[src/hdl/hnf_pkg.sv]
// ---------------------------------------------------------------------------
// hnf_pkg: shared definitions for the number formatter
// Mode codes, unit bases, character codes, the interface structs between the
// control and the decimal converter, and small constant-table functions.
// ---------------------------------------------------------------------------
package hnf_pkg;

  // Mode codes; any other code prints plain decimal.
  localparam logic [1:0] MODE_SI  = 2'd1;
  localparam logic [1:0] MODE_IEC = 2'd2;

  // A remainder of a unit step is below 1024.
  localparam int REM_W  = 10;
  // A displayed human-mode integer is at most 1024.
  localparam int IVAL_W = 11;
  // Partial products of one radix-16 divider step.
  localparam int PROD_W = REM_W + 4;
  // Decimal digits of a human-mode integer.
  localparam int HUM_DIGITS = 4;

  localparam logic [IVAL_W-1:0] BASE_SI  = 11'd1000;
  localparam logic [IVAL_W-1:0] BASE_IEC = 11'd1024;
  localparam logic [2:0]        MAX_UNIT = 3'd6;

  localparam logic [7:0] CH_ZERO = 8'h30;
  localparam logic [7:0] CH_DOT  = 8'h2E;

  typedef struct packed {
    logic start;
    logic short_num;
  } bcd_cmd_t;

  typedef struct packed {
    logic       valid;
    logic       last;
    logic [3:0] digit;
  } bcd_dig_t;

  // k times the unit base.
  function automatic logic [PROD_W-1:0] base_mult(input logic iec, input logic [3:0] k);
    logic [PROD_W-1:0] kw;
    kw = PROD_W'(k);
    base_mult = kw * PROD_W'(iec ? BASE_IEC : BASE_SI);
  endfunction

  function automatic logic [7:0] unit_char(input logic iec, input logic [2:0] u);
    logic [7:0] c;
    case (u)
      3'd1:    c = iec ? 8'h4B : 8'h6B;   // K or k
      3'd2:    c = 8'h4D;                 // M
      3'd3:    c = 8'h47;                 // G
      3'd4:    c = 8'h54;                 // T
      3'd5:    c = 8'h50;                 // P
      3'd6:    c = 8'h45;                 // E
      default: c = 8'h00;
    endcase
    unit_char = c;
  endfunction

endpackage

[src/hdl/hnf_div.sv]
// ---------------------------------------------------------------------------
// hnf_div: radix-16 serial divider by the unit base
// Divides the word by 1000 or 1024, one hexadecimal quotient digit per cycle,
// and returns quotient and remainder with a one-cycle done pulse.
// ---------------------------------------------------------------------------
module hnf_div #(
  parameter int VALUE_BITS = 63
) (
  input  logic                        clk,
  input  logic                        rst_n,
  input  logic                        start,
  input  logic                        is_iec,
  input  logic [VALUE_BITS-1:0]       dividend,
  output logic                        done,
  output logic [VALUE_BITS-1:0]       quotient,
  output logic [hnf_pkg::REM_W-1:0]   remainder
);
  import hnf_pkg::*;

  localparam int NIB = (VALUE_BITS + 3) / 4;
  localparam int DW  = NIB * 4;
  localparam int NCW = $clog2(NIB + 1);

  logic [DW-1:0]     dd_r, dd_nxt;
  logic [REM_W-1:0]  rem_r, rem_nxt;
  logic [NCW-1:0]    cnt_r, cnt_nxt;
  logic              busy_r, busy_nxt;
  logic              done_r, done_nxt;
  logic              iec_r, iec_nxt;
  logic [PROD_W-1:0] part;
  logic [PROD_W-1:0] diff;
  logic [3:0]        qd;

  // One quotient digit: the partial remainder shifted by a nibble is compared
  // against all fifteen multiples of the base.
  always_comb begin
    part = {rem_r, dd_r[DW-1 -: 4]};
    qd   = 4'd0;
    for (int k = 1; k < 16; k++) begin
      if (part >= base_mult(iec_r, 4'(k))) begin
        qd = 4'(k);
      end
    end
    diff = part - base_mult(iec_r, qd);
  end

  always_comb begin
    dd_nxt   = dd_r;
    rem_nxt  = rem_r;
    cnt_nxt  = cnt_r;
    busy_nxt = busy_r;
    done_nxt = 1'b0;
    iec_nxt  = iec_r;
    if (start) begin
      dd_nxt   = DW'(dividend);
      rem_nxt  = '0;
      cnt_nxt  = NCW'(NIB);
      busy_nxt = 1'b1;
      iec_nxt  = is_iec;
    end else if (busy_r) begin
      // Quotient digits enter where dividend digits leave.
      dd_nxt  = {dd_r[DW-5:0], qd};
      rem_nxt = diff[REM_W-1:0];
      cnt_nxt = cnt_r - 1'b1;
      if (cnt_r == NCW'(1)) begin
        busy_nxt = 1'b0;
        done_nxt = 1'b1;
      end
    end
  end

  always_ff @(posedge clk) begin
    if (!rst_n) begin
      busy_r <= 1'b0;
      done_r <= 1'b0;
      cnt_r  <= '0;
    end else begin
      busy_r <= busy_nxt;
      done_r <= done_nxt;
      cnt_r  <= cnt_nxt;
    end
  end

  always_ff @(posedge clk) begin
    dd_r  <= dd_nxt;
    rem_r <= rem_nxt;
    iec_r <= iec_nxt;
  end

  assign done      = done_r;
  assign quotient  = dd_r[VALUE_BITS-1:0];
  assign remainder = rem_r;

endmodule

[src/hdl/hnf_bcd.sv]
// ---------------------------------------------------------------------------
// hnf_bcd: bit-serial binary to decimal converter
// Shifts the number in one bit per cycle with add-3 correction, then hands
// out the decimal digits most significant first, leading zeros dropped.
// ---------------------------------------------------------------------------
module hnf_bcd #(
  parameter int VALUE_BITS = 63
) (
  input  logic                    clk,
  input  logic                    rst_n,
  input  hnf_pkg::bcd_cmd_t       cmd,
  input  logic [VALUE_BITS-1:0]   value,
  input  logic                    take,
  output hnf_pkg::bcd_dig_t       dig
);
  import hnf_pkg::*;

  localparam int DIGITS = (VALUE_BITS * 30103) / 100000 + 1;
  localparam int DIW    = $clog2(DIGITS);
  localparam int CW     = $clog2(VALUE_BITS + 1);

  typedef enum logic [3:0] {
    B_IDLE = 4'b0001,
    B_CONV = 4'b0010,
    B_SKIP = 4'b0100,
    B_OUT  = 4'b1000
  } bcd_state_t;

  bcd_state_t                 state_r, state_nxt;
  logic [VALUE_BITS-1:0]      sh_r, sh_nxt;
  logic [DIGITS-1:0][3:0]     bcd_r, bcd_nxt;
  logic [CW-1:0]              bits_r, bits_nxt;
  logic [DIW-1:0]             pos_r, pos_nxt;
  logic [DIGITS-1:0][3:0]     adj;
  logic [DIGITS-1:0][3:0]     dabble;
  logic [3:0]                 cur;

  always_comb begin
    for (int i = 0; i < DIGITS; i++) begin
      adj[i] = (bcd_r[i] >= 4'd5) ? bcd_r[i] + 4'd3 : bcd_r[i];
    end
    dabble[0] = {adj[0][2:0], sh_r[VALUE_BITS-1]};
    for (int i = 1; i < DIGITS; i++) begin
      dabble[i] = {adj[i][2:0], adj[i-1][3]};
    end
  end

  assign cur = bcd_r[pos_r];

  always_comb begin
    state_nxt = state_r;
    sh_nxt    = sh_r;
    bcd_nxt   = bcd_r;
    bits_nxt  = bits_r;
    pos_nxt   = pos_r;
    case (state_r)
      B_IDLE: begin
        if (cmd.start) begin
          sh_nxt    = value;
          bcd_nxt   = '0;
          bits_nxt  = cmd.short_num ? CW'(IVAL_W) : CW'(VALUE_BITS);
          pos_nxt   = cmd.short_num ? DIW'(HUM_DIGITS - 1) : DIW'(DIGITS - 1);
          state_nxt = B_CONV;
        end
      end
      B_CONV: begin
        bcd_nxt  = dabble;
        sh_nxt   = sh_r << 1;
        bits_nxt = bits_r - 1'b1;
        if (bits_r == CW'(1)) begin
          state_nxt = B_SKIP;
        end
      end
      B_SKIP: begin
        // The units digit is always shown, even when it is zero.
        if (pos_r != '0 && cur == 4'd0) begin
          pos_nxt = pos_r - 1'b1;
        end else begin
          state_nxt = B_OUT;
        end
      end
      B_OUT: begin
        if (take) begin
          if (pos_r == '0) begin
            state_nxt = B_IDLE;
          end else begin
            pos_nxt = pos_r - 1'b1;
          end
        end
      end
      default: state_nxt = B_IDLE;
    endcase
  end

  always_ff @(posedge clk) begin
    if (!rst_n) begin
      state_r <= B_IDLE;
      bits_r  <= '0;
      pos_r   <= '0;
    end else begin
      state_r <= state_nxt;
      bits_r  <= bits_nxt;
      pos_r   <= pos_nxt;
    end
  end

  always_ff @(posedge clk) begin
    sh_r  <= sh_nxt;
    bcd_r <= bcd_nxt;
  end

  assign dig.valid = (state_r == B_OUT);
  assign dig.last  = (pos_r == '0);
  assign dig.digit = cur;

endmodule

[src/hdl/human_number_formatter_unit.sv]
// ---------------------------------------------------------------------------
// human_number_formatter_unit: integer to decimal or SI/IEC text
// Prints one integer per input word as a stream of ASCII characters, the
// last one flagged, in plain decimal or scaled to a k/K..E unit.
// ---------------------------------------------------------------------------
//   channel | direction | handshake          | payload
//   --------+-----------+--------------------+------------------------------
//   cfg     | in        | cfg_we             | cfg_wdata (format mode)
//   in      | in        | in_valid/in_stall  | in_value
//   out     | out       | out_valid/out_stall| out_char_code, out_last_char
//
// Plain mode: a bit-serial conversion, the skip of leading zero digits, then the
// characters while the output is not stalled. SI/IEC mode: each unit step runs the
// serial divider by the base; then come a format step, an IVAL_W-bit conversion,
// the zero skip and the characters. Synchronous active-low reset sets plain mode
// and empties the output register. The input is stalled from acceptance until the
// last character is loaded; a stalled output holds it.
// ---------------------------------------------------------------------------
module human_number_formatter_unit #(
  parameter int VALUE_BITS = 63
) (
  input  logic                  clk,
  input  logic                  rst_n,
  input  logic                  cfg_we,
  input  logic [1:0]            cfg_wdata,
  input  logic                  in_valid,
  output logic                  in_stall,
  input  logic [VALUE_BITS-1:0] in_value,
  output logic                  out_valid,
  input  logic                  out_stall,
  output logic [7:0]            out_char_code,
  output logic                  out_last_char
);
  import hnf_pkg::*;

  typedef enum logic [4:0] {
    S_IDLE   = 5'b00001,
    S_DIV    = 5'b00010,
    S_FMT    = 5'b00100,
    S_DIGITS = 5'b01000,
    S_TAIL   = 5'b10000
  } ctl_state_t;

  ctl_state_t             state_r, state_nxt;
  logic [1:0]             mode_r;
  logic                   iec_r, iec_nxt;
  logic [VALUE_BITS-1:0]  q_r, q_nxt;
  logic [3:0]             c_r, c_nxt;
  logic [2:0]             u_r, u_nxt;
  logic                   div_start_r, div_start_nxt;
  logic [2:0][7:0]        tail_r, tail_nxt;
  logic [1:0]             tailn_r, tailn_nxt;
  logic                   out_valid_r, out_valid_nxt;
  logic [7:0]             out_char_r, out_char_nxt;
  logic                   out_last_r, out_last_nxt;

  logic                   accept;
  logic                   mode_human;
  logic [IVAL_W-1:0]      in_base;
  logic                   in_big;
  logic [IVAL_W-1:0]      base;
  logic                   quo_big;
  logic [PROD_W-1:0]      cx;
  logic [3:0]             c_step;
  logic [IVAL_W-1:0]      q_lo;
  logic                   rnz;
  logic                   big;
  logic [IVAL_W-1:0]      ival;
  logic                   roll;
  logic [IVAL_W-1:0]      small_num;
  logic [3:0]             frac;
  logic [IVAL_W-1:0]      num_fmt;
  logic [2:0][7:0]        tail_fmt;
  logic [1:0]             tailn_fmt;
  logic                   out_free;
  logic                   out_load;

  logic                   div_done;
  logic [VALUE_BITS-1:0]  div_quo;
  logic [REM_W-1:0]       div_rem;
  bcd_cmd_t               bcd_cmd;
  logic [VALUE_BITS-1:0]  bcd_value;
  logic                   bcd_take;
  bcd_dig_t               bcd_dig;

  hnf_div #(.VALUE_BITS(VALUE_BITS)) u_div (
    .clk       (clk),
    .rst_n     (rst_n),
    .start     (div_start_r),
    .is_iec    (iec_r),
    .dividend  (q_r),
    .done      (div_done),
    .quotient  (div_quo),
    .remainder (div_rem)
  );

  hnf_bcd #(.VALUE_BITS(VALUE_BITS)) u_bcd (
    .clk   (clk),
    .rst_n (rst_n),
    .cmd   (bcd_cmd),
    .value (bcd_value),
    .take  (bcd_take),
    .dig   (bcd_dig)
  );

  assign in_stall   = (state_r != S_IDLE);
  assign accept     = in_valid && !in_stall;
  assign mode_human = (mode_r == MODE_SI) || (mode_r == MODE_IEC);
  assign in_base    = (mode_r == MODE_IEC) ? BASE_IEC : BASE_SI;
  assign in_big     = (in_value >= VALUE_BITS'(in_base));
  assign base       = iec_r ? BASE_IEC : BASE_SI;
  assign quo_big    = (div_quo >= VALUE_BITS'(base));

  // Rounding digit carried across unit steps: c is ceil(10 * r / scale) for the
  // remainder r of the value by the current scale, updated from each step's
  // remainder and the previous rounding digit. It is nonzero exactly when some remainder was nonzero.
  always_comb begin
    cx     = (PROD_W'(div_rem) << 3) + (PROD_W'(div_rem) << 1) + PROD_W'(c_r);
    c_step = 4'd0;
    for (int k = 0; k < 10; k++) begin
      if (cx > base_mult(iec_r, 4'(k))) begin
        c_step = 4'(k + 1);
      end
    end
  end

  // Final text from quotient, rounding digit and unit.
  always_comb begin
    q_lo      = q_r[IVAL_W-1:0];
    rnz       = (c_r != 4'd0);
    big       = (q_lo >= IVAL_W'(10)) || (q_lo == IVAL_W'(9) && c_r == 4'd10);
    ival      = q_lo + IVAL_W'(rnz);
    roll      = (ival >= base) && (u_r < MAX_UNIT);
    small_num = (c_r == 4'd10) ? q_lo + 1'b1 : q_lo;
    frac      = (c_r == 4'd10) ? 4'd0 : c_r;
    tail_fmt  = '0;
    if (big && roll) begin
      num_fmt     = IVAL_W'(1);
      tail_fmt[0] = CH_DOT;
      tail_fmt[1] = CH_ZERO;
      tail_fmt[2] = unit_char(iec_r, u_r + 3'd1);
      tailn_fmt   = 2'd3;
    end else if (big) begin
      num_fmt     = ival;
      tail_fmt[0] = unit_char(iec_r, u_r);
      tailn_fmt   = 2'd1;
    end else begin
      num_fmt     = small_num;
      tail_fmt[0] = CH_DOT;
      tail_fmt[1] = CH_ZERO + {4'b0000, frac};
      tail_fmt[2] = unit_char(iec_r, u_r);
      tailn_fmt   = 2'd3;
    end
  end

  assign bcd_cmd.start     = (accept && !(mode_human && in_big)) || (state_r == S_FMT);
  assign bcd_cmd.short_num = (state_r == S_FMT);
  assign bcd_value = (state_r == S_IDLE) ? in_value
                                         : {num_fmt, {(VALUE_BITS - IVAL_W){1'b0}}};

  assign out_free = !out_valid_r || !out_stall;
  assign bcd_take = (state_r == S_DIGITS) && bcd_dig.valid && out_free;

  always_comb begin
    state_nxt     = state_r;
    iec_nxt       = iec_r;
    q_nxt         = q_r;
    c_nxt         = c_r;
    u_nxt         = u_r;
    div_start_nxt = 1'b0;
    tail_nxt      = tail_r;
    tailn_nxt     = tailn_r;
    out_load      = 1'b0;
    out_char_nxt  = out_char_r;
    out_last_nxt  = out_last_r;
    case (state_r)
      S_IDLE: begin
        if (accept) begin
          iec_nxt = (mode_r == MODE_IEC);
          if (mode_human && in_big) begin
            q_nxt         = in_value;
            c_nxt         = 4'd0;
            u_nxt         = 3'd0;
            div_start_nxt = 1'b1;
            state_nxt     = S_DIV;
          end else begin
            tailn_nxt = 2'd0;
            state_nxt = S_DIGITS;
          end
        end
      end
      S_DIV: begin
        if (div_done) begin
          q_nxt = div_quo;
          c_nxt = c_step;
          u_nxt = u_r + 3'd1;
          // Continue while the next larger unit still fits the value.
          if (quo_big && (u_r + 3'd1 < MAX_UNIT)) begin
            div_start_nxt = 1'b1;
          end else begin
            state_nxt = S_FMT;
          end
        end
      end
      S_FMT: begin
        tail_nxt  = tail_fmt;
        tailn_nxt = tailn_fmt;
        state_nxt = S_DIGITS;
      end
      S_DIGITS: begin
        if (bcd_take) begin
          out_load     = 1'b1;
          out_char_nxt = CH_ZERO + {4'b0000, bcd_dig.digit};
          out_last_nxt = bcd_dig.last && (tailn_r == 2'd0);
          if (bcd_dig.last) begin
            state_nxt = (tailn_r == 2'd0) ? S_IDLE : S_TAIL;
          end
        end
      end
      S_TAIL: begin
        if (out_free) begin
          out_load     = 1'b1;
          out_char_nxt = tail_r[0];
          out_last_nxt = (tailn_r == 2'd1);
          tail_nxt     = {8'h00, tail_r[2:1]};
          tailn_nxt    = tailn_r - 2'd1;
          if (tailn_r == 2'd1) begin
            state_nxt = S_IDLE;
          end
        end
      end
      default: state_nxt = S_IDLE;
    endcase
    out_valid_nxt = out_load || (out_valid_r && out_stall);
  end

  always_ff @(posedge clk) begin
    if (!rst_n) begin
      state_r     <= S_IDLE;
      mode_r      <= 2'd0;
      div_start_r <= 1'b0;
      tailn_r     <= 2'd0;
      u_r         <= 3'd0;
      c_r         <= 4'd0;
      out_valid_r <= 1'b0;
    end else begin
      state_r     <= state_nxt;
      if (cfg_we) begin
        mode_r <= cfg_wdata;
      end
      div_start_r <= div_start_nxt;
      tailn_r     <= tailn_nxt;
      u_r         <= u_nxt;
      c_r         <= c_nxt;
      out_valid_r <= out_valid_nxt;
    end
  end

  always_ff @(posedge clk) begin
    iec_r      <= iec_nxt;
    q_r        <= q_nxt;
    tail_r     <= tail_nxt;
    out_char_r <= out_char_nxt;
    out_last_r <= out_last_nxt;
  end

  assign out_valid     = out_valid_r;
  assign out_char_code = out_char_r;
  assign out_last_char = out_last_r;

`ifndef SYNTHESIS
  a_div_done_in_div: assert property (@(posedge clk) disable iff (!rst_n)
    div_done |-> state_r == S_DIV)
    else $error("divider finished outside the unit search");

  a_accept_stalls: assert property (@(posedge clk) disable iff (!rst_n)
    accept |=> in_stall)
    else $error("input not stalled after a word was accepted");

  a_fmt_ranges: assert property (@(posedge clk) disable iff (!rst_n)
    state_r == S_FMT |-> (c_r <= 4'd10) && (u_r != 3'd0) && (u_r <= MAX_UNIT))
    else $error("rounding digit or unit out of range at format time");

  a_fmt_quotient: assert property (@(posedge clk) disable iff (!rst_n)
    state_r == S_FMT |-> q_r < VALUE_BITS'(base))
    else $error("scaled quotient not below the base");

  a_tail_count: assert property (@(posedge clk) disable iff (!rst_n)
    state_r == S_TAIL |-> tailn_r != 2'd0)
    else $error("suffix phase with no characters left");
`endif

endmodule
[config.mk]
export PLATFORM = sky130hd
export DESIGN_NAME = human_number_formatter_unit
export DESIGN_NICKNAME = d
export VERILOG_FILES = /design/src/hdl/hnf_pkg.sv /design/src/hdl/hnf_div.sv /design/src/hdl/hnf_bcd.sv /design/src/hdl/human_number_formatter_unit.sv
export SDC_FILE = /design/constraint.sdc
export NUM_CORES = 1
export LEC_CHECK = 0
export BUFFER_PORTS_ARGS = -buffer_cell sky130_fd_sc_hd__buf_2
export CORE_ASPECT_RATIO = 2
export CORE_MARGIN = 2
export CORE_UTILIZATION = 68
export DETAILED_ROUTE_END_ITERATION = 16
export GPL_TIMING_DRIVEN = 0
export PLACE_DENSITY = 0.93
export SYNTH_ARGS = -nofsm -noshare
export SYNTH_HDL_FRONTEND = slang
export SYNTH_SLANG_ARGS = --single-unit
[constraint.sdc]
create_clock -name clk -period 15.4 [get_ports clk]
set_clock_uncertainty 0.15 [all_clocks]
set_input_delay 3.08 -clock clk [delete_from_list [all_inputs] [get_ports clk]]
set_output_delay 3.08 -clock clk [all_outputs]
set_load 0.005 [all_outputs]
# After elaboration in Yosys (flattened, before gate mapping)
# Cells that the tools add are included.
# totals
reg_bits,351
input_bits,70
out_inout_bits,11
wordCells,367
# classes
n_addsub,31
n_mul,17
magnitude_cmp,51
n_eq_ne,45
mux,132
bitwise_logic,2
reduce_logical,44
# ops
op,n
63-bit two-way mux,7
63-bit one-hot mux with 2 select lines,2
4-bit two-way mux,44
14-bit >= comparator,11
76-bit one-hot mux with 2 select lines,1
63-bit by 11-bit >= comparator with 1-bit output,2
14-bit greater-than comparator,9
7-bit one-hot mux with 6 select lines,2
11-bit two-way mux,7
4-bit by 3-bit >= comparator with 1-bit output (second input constant),19
76-bit two-way mux,1
5-bit two-way mux,15
4-bit by 2-bit adder with 4-bit output (second input constant),18
24-bit two-way mux,2
24-bit one-hot mux with 2 select lines,1
4-bit by 14-bit multiplier with 14-bit output (first input constant),3
14-bit by 13-bit >= comparator with 1-bit output,2
3-bit by 11-bit multiplier with 14-bit output (first input constant),2
3-bit by 14-bit multiplier with 13-bit output (first input constant),2
3-bit by 14-bit multiplier with 14-bit output (first input constant),2
4-bit by 11-bit multiplier with 14-bit output (first input constant),2
2-bit by 11-bit multiplier with 13-bit output (first input constant),2
5-bit one-hot mux with 5 select lines,1
3-bit two-way mux,8
74 further kinds,157

# Logic depth before layout (Yosys ltp)
# Gate-level depths: netlist (run 1).
# logic_depth
depth_word,19
depth_mapped,22
mapped_depth_nobuf,21

# By module
# From an unflattened synthesis (run 1), not the netlist that was laid out.
# unflattened
hier_cells,2362
hier_area_um2,22287.6
# modules_own_cells
mod,n_inst,cells_per_inst,area_each_um2,seq_area_each_um2
hnf_bcd,1,884,8524.4,4474.3
human_number_formatter_unit,1,982,8287.9,3153.0
hnf_div,1,496,5475.3,2282.2

# Worst setup path before layout (run 1)
# No wires, ideal clock.
# synth_timing
path_kind,input port to flip-flop
from,input in_value[3]
to,"register u_bcd.bcd_r[0] in the netlist's numbering, enable pin"
setup_time_ns,1.190
arrival_ns,6.955
t_required_ns,14.060
slack_ns,7.104
cell_stages,9
path_buffers,0
path_cell_list,inv_1 > ha_1 > nand4b_1 > nor4_1 > a211oi_1 > o211ai_1 > a21oi_1 > o21ai_0 > nand2_1
# synth_via
elab_chain_len,7
# synth_lines
item,line_no,text
from (decl),human_number_formatter_unit.sv:28,"input logic [VALUE_BITS-1:0] in_value,"
63-bit by 11-bit >= comparator with 1-bit output,human_number_formatter_unit.sv:110,assign in_big = (in_value >= VALUE_BITS'(in_base));
1-bit logical AND,human_number_formatter_unit.sv:156,assign bcd_cmd.start = (accept && !(mode_human && in_big)) || (state_r == S_FMT);
1-bit zero test,human_number_formatter_unit.sv:156,
1-bit logical AND,human_number_formatter_unit.sv:156,
1-bit logical OR,human_number_formatter_unit.sv:156,
2-bit inequality test (no source line),-,
2-bit AND reduction (no source line),-,
to (signal assigned),hnf_bcd.sv:109,bcd_r <= bcd_nxt;
to (decl),hnf_bcd.sv:31,"logic [DIGITS-1:0][3:0] bcd_r, bcd_nxt;"
# Every way passes these cells.
# A chain may end at the register's enable or synchronous reset.

# Final worst setup path (run 1)
# layout_timing
from,register u_div.iec_r
to,register u_div.rem_r[9] (netlist: u_div.remainder[9])
# layout_via
elab_chain_len,19
elab_cells_between_ends,44
classes_between,add/sub: 1; mul: 12; order compare: 15; mux: 16
# layout_lines
item,line_no,text
from (decl),hnf_div.sv:29,"logic iec_r, iec_nxt;"
from (signal assigned),hnf_div.sv:87,iec_r <= iec_nxt;
11-bit two-way mux *,hnf_pkg.sv:43,base_mult = kw * PROD_W'(iec ? BASE_IEC : BASE_SI);
branches (longest 16 deep; another with 14-bit by 13-bit >= comparator with 1-bit output),-,
4-bit by 14-bit multiplier with 10-bit output *,hnf_pkg.sv:43,
10-bit subtractor *,hnf_div.sv:44,"diff = part - base_mult(iec_r, qd);"
to (signal assigned),hnf_div.sv:86,rem_r <= rem_nxt;
to (decl),hnf_div.sv:25,"logic [REM_W-1:0] rem_r, rem_nxt;"
# Mark *: on every way between the ends.

==> summary.md, run 1 <==
| Metric | Value |
|---|---|
| Switching Fraction | 41.3% |
| ANT nets after route | 0 |
| DRC | 0 |
| Cell Chain, Critical Path | inv_1 -> ha_1 -> o31a_1 -> o41ai_1 -> a31o_2 -> a21bo_2 -> nor3_1 -> o31ai_1 -> a21oi_1 -> inv_1 -> fa_1 -> inv_1 -> fa_1 -> fa_1 -> xor2_1 -> xnor2_1 -> xnor2_1 -> and3_1 -> o21ai_0 -> o221ai_1 |
| Vias per cell | 6.83 |
| Hold Startpoint | tail_r[4]$_DFFE_PP_ |
| CP Max Fanout | 16 |
| Outcome | completed |
| RR Startpoint | u_div.iec_r$_DFFE_PP_ |
| Ys flop type | edfxtp_1 |
| Antenna violations before repair | 6 |
| Max-cap check violation count | 0 |
| Vert. Die Dim | 255 um |
| Clk slew on worst S/H paths | around 0.070 ns |
| Post-synth cell types | 90 |
| Pwr Density | approximately 160 nW/um^2 |
| Nets | 2537 |
| Crit path max-delay family | compound AO/OA/AOI/OAI gates |
| Post-DP HPWL | 46500 um |
| CP endpoint kind | flop |
| Remaining global-route overflow | 0 |
| Hold Buf Count CTS | 0 |
| Int Pwr | approximately 2.2 mW |
| FMAX | 137 MHz |
| Fillers | 2003 |
| First-pass GRT wire length | 99200 um |
| Final slew viol count | 0 |
| Finish-stage setup viols | 0 |
| Post-Synthesis Cells | 2197 |
| Crit-path slowest cell | o41ai_1 |
| Clock Sinks | approximately 350 |
| IO Pins | 81 |
| Crit path required time | 15.68 ns |
| Area growth from synthesis to layout | 9.11% |
| Slew @ Worst Pin | about 1.4 ns |
| Final period utilization | a little under half |
| Hold/Removal Path Class | flop to flop |
| DRT Pass-1 Iters | 6 |
| DP Area | 22400 sq um |
| Final Hold Vio Count | 0 |
| Syn Std Cell Area | 21400 sq um |
| TritonCTS clock tree | yes |
| RSZ-0062 raised after global routing | no |
| Crit path from | u_div.iec_r$_DFFE_PP_ |
| Worst setup SP type | flop |
| Reg power frac | 33.2% |
| CP peak stage delay | 0.88 ns |
| Global Route Usage Sum | 39.2% |
| Synthesis-stage register bit count | 347 |
| Combinational Power Share | approximately 47% |
| DRT iter0 DRCs | 2086 |
| Syn Nets | 2424 |
| WP data arrival | 7.57 ns |
| Leak | 9.18 nW |
| Commonest non-fill, non-tap cells in the layout | nand2_1 (401), edfxtp_1 (296), nor2_1 (190), a21oi_1 (152), ha_1 (149) |
| Port bufs | 79 |
| Design area | 23400 sq um |
| Longest Clk Path Bufs | 3 |
| DIE AREA | around 33000 sq um |
| Yosys top cell by area | edfxtp_1 |
| Post_cts resized | 0 |
| Synth area leaders | edfxtp_1 (42%), ha_1 (8.7%), nand2_1 (7.1%) |
| Core ar. | 31000 sq um |
| Seq/Total Area, Yosys | 46.3% |
| Largest net degree at the start of global routing | 68 |
| Synthesis Warnings | 0 |
| Net Switching | 1.56 mW |
| Hold WS | 0.356 ns |
| Worst vdd ir | ~130 uV |
| Vias in the first global route | 18800 |
| Final Power | 3.78 mW |
| Starting density of the core | 69.1% |
| WS Path Type | flop to flop |
| Final Routed Wirelength | around 65000 um |
| Final Util | 75.4% |
| Crit path buffers/inverters | 3 |
| Area share of the largest cell type after synthesis | 41.5% |
| Average wire per standard cell | 23.6 um |
| FFs w/ async S/R, synth | 0% |
| Via count | between 15000 and 20000 |
| H-tree Lvls | 1 |
| Worst-Skew Late Latency | 0.59 ns |
| DIE WIDTH | 129 um |
| Number of synthesized flops with an enable pin | roughly 300 |
| Syn_area_per_cell | 9.74 sq um |
| Clock group share of total power | 19.7% |
| CTS Buf Count | 29 |
| Commonest non-fill, non-tap cell in the layout | nand2_1 |
| Setup total negative slack | 0 ns |
| # Post-CTS Setup Buffers | 0 |
| Placer congestion estimate | roughly 1 |
| Headroom to the max-slew limit | 7.84% |
| # rows | 91 |
| Tmin final | 7.29 ns |
| Layout cell share with drive strength beyond 1 | 10.1% |
| CTS root buf | clkbuf_16 |
[Yosys cell counts, types with 29 or more instances]
cell type,instances
edfxtp_1,296
nand2_1,403
nor3_1,56
xor2_1,29
nor4_1,35
nand3_1,85
a21oi_1,152
inv_1,106
ha_1,149
xnor2_1,36
mux2_2,64
clkbuf_1,75
dfxtp_1,51
nor2_1,190
nand2b_1,34
o21ai_0,70
[per-stage QoR]
stage	setup slack (ns)	instances
final	8.11	2756
after global routing	7.85	2751
after CTS	8.46	2751
after detailed placement	8.02	2697
after global placement	4.79	2694
after floorplan	7.10	2197
[metal layers]
metal  vias to the layer above  share of wire (%)  wire, um  global-route usage, %
li1                       8181                  -         -                      -
met5                         -              0.045        29                      0
met1                      8858                 31     20200                   38.9
met4                         4                 10      6650                   33.4
met2                      1332                 50     32600                   69.1
met3                       457                8.5      5500                   7.34
[power by group through the flow]
stage	sequential [mW]	clock [mW]	combinational, mW
finish	1.26	0.747	1.78
global placement	1.28	0	1.60
detailed placement	1.27	0	1.68
CTS	1.25	0.742	1.71
global route	1.26	0.770	1.93
floorplan	1.24	0	1.23
[flip-flops by register name, summed over array words and instances (netlist names), 5 cells and up]
name / flops
state_r: 5
u_bcd.bcd_r: 76
u_bcd.pos_r: 5
u_div.cnt_r: 5
u_div.remainder: 10
u_div.dd_r: 64
q_r: 63
out_char_code: 7
u_bcd.sh_r: 63
tail_r: 21
u_bcd.bits_r: 6
[path summary, 6_finish.rpt]
check,slack (ns),endpoint,cells after the start
max,8.11,u_div.remainder[9]$_SDFFE_PP0P_,20
min,0.36,out_char_code[4]$_SDFFCE_PN1P_,1
max reg2reg,8.11,u_div.remainder[9]$_SDFFE_PP0P_,20
min reg2reg,0.36,out_char_code[4]$_SDFFCE_PN1P_,1
[cell type report]
cell class	instances	area, sq um	area share [%]
Timing Repair Buffer	82	470	2.01
Multi-Input combinational cell	1645	10700	45.9
Clock inverter	24	193	0.825
Sequential cell	347	9910	42.4
Tap cell	418	523	2.24
Clock buffer	30	729	3.12
Inverter	108	405	1.74
Buffer	97	398	1.70
Antenna cell	5	12.5	0.0536
[logic make-up (layout without fill, tap and decap cells)]
kind of cell,after synthesis,after routing,share of synthesized area (%)
fa+ha+maj,157,157,9.46
buf+inv,205,341,3.75
mux,93,93,5.87
other cells,1,6,0.0175
compound gates,409,409,12.4
flops,347,347,46.3
xor+xnor,65,65,2.66
simple gates,920,920,19.6
Power figures use the tool's default switching activity.
==> inputs of run 2 (changes only) <==
- ABC_AREA: not set -> 1
- CORE_UTILIZATION: 68 -> 57
- PLACE_DENSITY: 0.93 -> 0.84
- clock period: 15.4 -> 6.03 ns (I/O delays scaled with it)
==> summary.md, run 2 <==
| Metric | Value |
|---|---|
| Biggest registers after layout | u_bcd.bcd_r x76, u_div.dd_r x64 |
| DRT Pass-1 Iters | 7 |
| Area share of the largest cell type after synthesis | 41.3% |
| Commonest non-fill, non-tap cell in the layout | nand2_1 |
| Worst-Skew Late Latency | 0.56 ns |
| FFs w/ async S/R, synth | 0% |
| Post-DP HPWL | 45800 um |
| Port bufs | 78 |
| Vias in the first global route | 19700 |
| Ys flop type | edfxtp_1 |
| R2r endpoint | u_div.remainder[9]$_SDFFE_PP0P_ |
| Clock group share of total power | 17.5% |
| XOR/XNOR Fraction of Synth Area | 2.08% |
| CP Max Fanout | 5 |
| Via count | 19500 |
| Post-Synth Adder-Cell Area | 9.40% |
| Hold Buf Count CTS | 0 |
| Most used cell, CP | nand2_1 |
| RR Startpoint | u_div.iec_r$_DFFE_PP_ |
| Clk slew on worst S/H paths | 0.06 ns |
| Clock Sinks | between 300 and 400 |
| Reg power frac | 33.5% |
| Slew @ Worst Pin | ~1.1 ns |
| Global Route Usage Sum | between 30% and 40% |
| TritonCTS clock tree | yes |
| Final slew viol count | 0 |
| Max reg flops | between 70 and 80 |
| N_diodes | 0 |
| DP Area | 22600 sq um |
| Pwr Density | just over 500 nW/um^2 |
| Combinational Power Share | between 40 and 50% |
| Final Routed Wirelength | 61800 um |
| WS Path Type | flop to flop |
| Top-count cell post-synth | nand2_1 |
| Crit-path slowest cell | edfxtp_1 |
| Longest Clk Path Bufs | 3 |
| Worst slack, placed | -0.161 ns |
| Final Power | 12.2 mW |
| Syn Nets | 2826 |
| Synthesis-stage register bit count | 347 |
| Leak | 10.5 nW |
| Reg2reg setup slack | 0.17 ns |
| Mux contribution to synthesized area | 0% |
| Finish-stage setup viols | 0 |
| Vert. Die Dim | 279 um |
| Area growth from synthesis to layout | 11.5% |
| Outcome | completed |
| Core ar. | 37300 sq um |
| Remaining global-route overflow | 0 |
| Cells on worst reg2reg path | 35 |
| Synth area leaders | edfxtp_1 (41%), nand2_1 (9.7%), ha_1 (8.7%) |
| Design area | 24000 sq um |
| Number of synthesized flops with an enable pin | 296 |
| Placer congestion estimate | 0.972 |
| Commonest non-fill, non-tap cells in the layout | nand2_1 (552), inv_1 (366), edfxtp_1 (296), o21ai_0 (281), nor2_1 (172) |
| Setup total negative slack | 0 ns |
| Antenna violations before repair | 2 |
| ANT nets after route | 0 |
| Syn_area_per_cell | 8.29 sq um |
| Final std cells w/o fill | 3218 |
| Nets | 2960 |
| Final Hold Vio Count | 0 |
| CP endpoint kind | flop |
| Headroom to the max-slew limit | 26.2% |
| Hold WS | 0.331 ns |
| Worst vdd ir | 393 uV |
| CP peak stage delay | approximately 0.53 ns |
| Tmin final | between 5 and 6 ns |
| Switching Fraction | 44.9% |
| DIE AREA | 39500 sq um |
| Post-synth cell types | 62 |
| Post-synthesis simple-gate area fraction | 20.6% |
| IO Pins | 81 |
| WHS Path Cells | 2 |
| H-tree Lvls | 2 |
| Largest net degree at the start of global routing | between 100 and 150 |
| Synthesis Warnings | 0 |
| Top reg by flops | u_bcd.bcd_r |
| Cells after DPL | ~3100 |
| CTS Buf Count | 34 |
| Final Util | between 60% and 70% |
| DRT iter0 DRCs | 1761 |
| DRC | 0 |
| DIE WIDTH | 141 um |
| Average wire per standard cell | 19.2 um |
| Crit path required time | ~6.4 ns |
| # rows | 100 |
| CTS root buf | clkbuf_16 |
| Yosys top cell by area | edfxtp_1 |
| Seq/Total Area, Yosys | 46.0% |
| Worst Hold End | u_div.cnt_r[4]$_SDFFE_PN0P_ |
| Worst setup SP type | flop |
| FMAX | 171 MHz |
| Starting density of the core | 57.8% |
| WP data arrival | 6.18 ns |
| Final worst slack | ~0.17 ns |
| Int Pwr | 6.72 mW |
| Largest family of logic cells by synthesized area | simple AND/OR/NAND/NOR gates |
| Net Switching | 5.48 mW |
| Post-Synthesis Cells | 2599 |
| Synth top cells by count | nand2_1 (557), inv_1 (370), edfxtp_1 (296), o21ai_0 (281), nor2_1 (178) |
| Complex-gate fraction of the synthesized area | between 10% and 20% |
| Syn Std Cell Area | 21500 sq um |
| Hold Startpoint | u_div.cnt_r[4]$_SDFFE_PN0P_ |
| Max-cap check violation count | 0 |
| Layout cell share with drive strength beyond 1 | 8.84% |
| First-pass GRT wire length | a little under 100000 um |
| Hold/Removal Path Class | flop to flop |
| Vias per cell | slightly above 6 |
| Final period utilization | 97.1% |
run 2: cell types whose count changed in the layout (fill, tap and decap cells not counted), sizes merged, moves of 29 or more:
cell,previous run,this run
nand2b,34,0
xnor2,36,7
nand2,403,565
nand3,85,146
mux2,64,0
o21ai,72,302
inv,109,385
run 2: critical path, delay by kind of cell, from the launching register on:
kind | cells | cell delay, ns
compound gates | 5 | 0.99
fa+ha+maj | 5 | 1.64
simple gates | 15 | 1.57
flops | 1 | 0.53
xor+xnor | 1 | 0.20
buf+inv | 9 | 0.73
run 2: cells by family (layout without fill, tap and decap cells):
family	Yosys count	in the layout
and+or+nand+nor	1039	1039
xor gates and xnor gates	46	46
buffers and inverters	470	630
AOI/OAI and AO/OA	539	539
adders and majority gates	157	157
other	1	1
DFF	347	347
run 2: routing by layer:
layer | vias to the layer above | GRT usage, % | routed length (um) | share of wire, %
li1 | 9032 | - | - | -
met1 | 9108 | 31.2 | 20800 | 34
met2 | 1001 | 56.3 | 32100 | 52
met3 | 346 | 4.10 | 3760 | 6.1
met4 | 4 | 22.4 | 5090 | 8.2
met5 | - | 0 | 16 | 0.026
run 2: worst max-delay path by stage:
stage | from | to | slack, ns | cells after the start
6_report | u_div.iec_r$_DFFE_PP_ | u_div.remainder[9]$_SDFFE_PP0P_ | 0.17 | 35
5_1_grt | u_div.iec_r$_DFFE_PP_ | u_div.remainder[9]$_SDFFE_PP0P_ | -0.05 | 36
4_1_cts | u_div.iec_r$_DFFE_PP_ | u_div.remainder[9]$_SDFFE_PP0P_ | 0.11 | 36
3_5_place_dp | u_div.iec_r$_DFFE_PP_ | u_div.remainder[9]$_SDFFE_PP0P_ | -0.16 | 34
3_3_place_gp | in_value[44] | u_bcd.bits_r[3]$_SDFFE_PN0P_ | -2.20 | 12
2_1_floorplan | in_value[6] | u_bcd.bits_r[1]$_SDFFE_PN0P_ | 0.09 | 14
run 2: power groups by stage:
stage | combinational [mW] | clock (mW) | sequential, mW
final | 5.98 | 2.14 | 4.09
after global routing | 6.68 | 2.22 | 4.15
after CTS | 5.71 | 2.13 | 4.06
after detailed placement | 5.66 | 0 | 4.10
after global placement | 5.37 | 0 | 4.15
after floorplan | 4.17 | 0 | 3.99
run 2: layout make-up:
type | count | area, sq um
Timing Repair inverter | 1 | 7.51
Inverter | 388 | 1470
Clock inverter | 18 | 170
Multi-Input combinational cell | 1782 | 10000
Tap cell | 459 | 574
Buffer | 82 | 324
Fill cell | 3023 | 13300
Sequential cell | 347 | 9910
Timing Repair Buffer | 97 | 597
Clock buffer | 44 | 930
run 2: repair_timing:
action | 4_1_cts | 5_1_grt
endpoints found under the hold margin | 0 | 0
resized for setup | 0 | 44
gates cloned | 0 | 1
pin swaps | 0 | 7
endpoints found under the setup margin | 1 | 1
setup buffers | 3 | 13
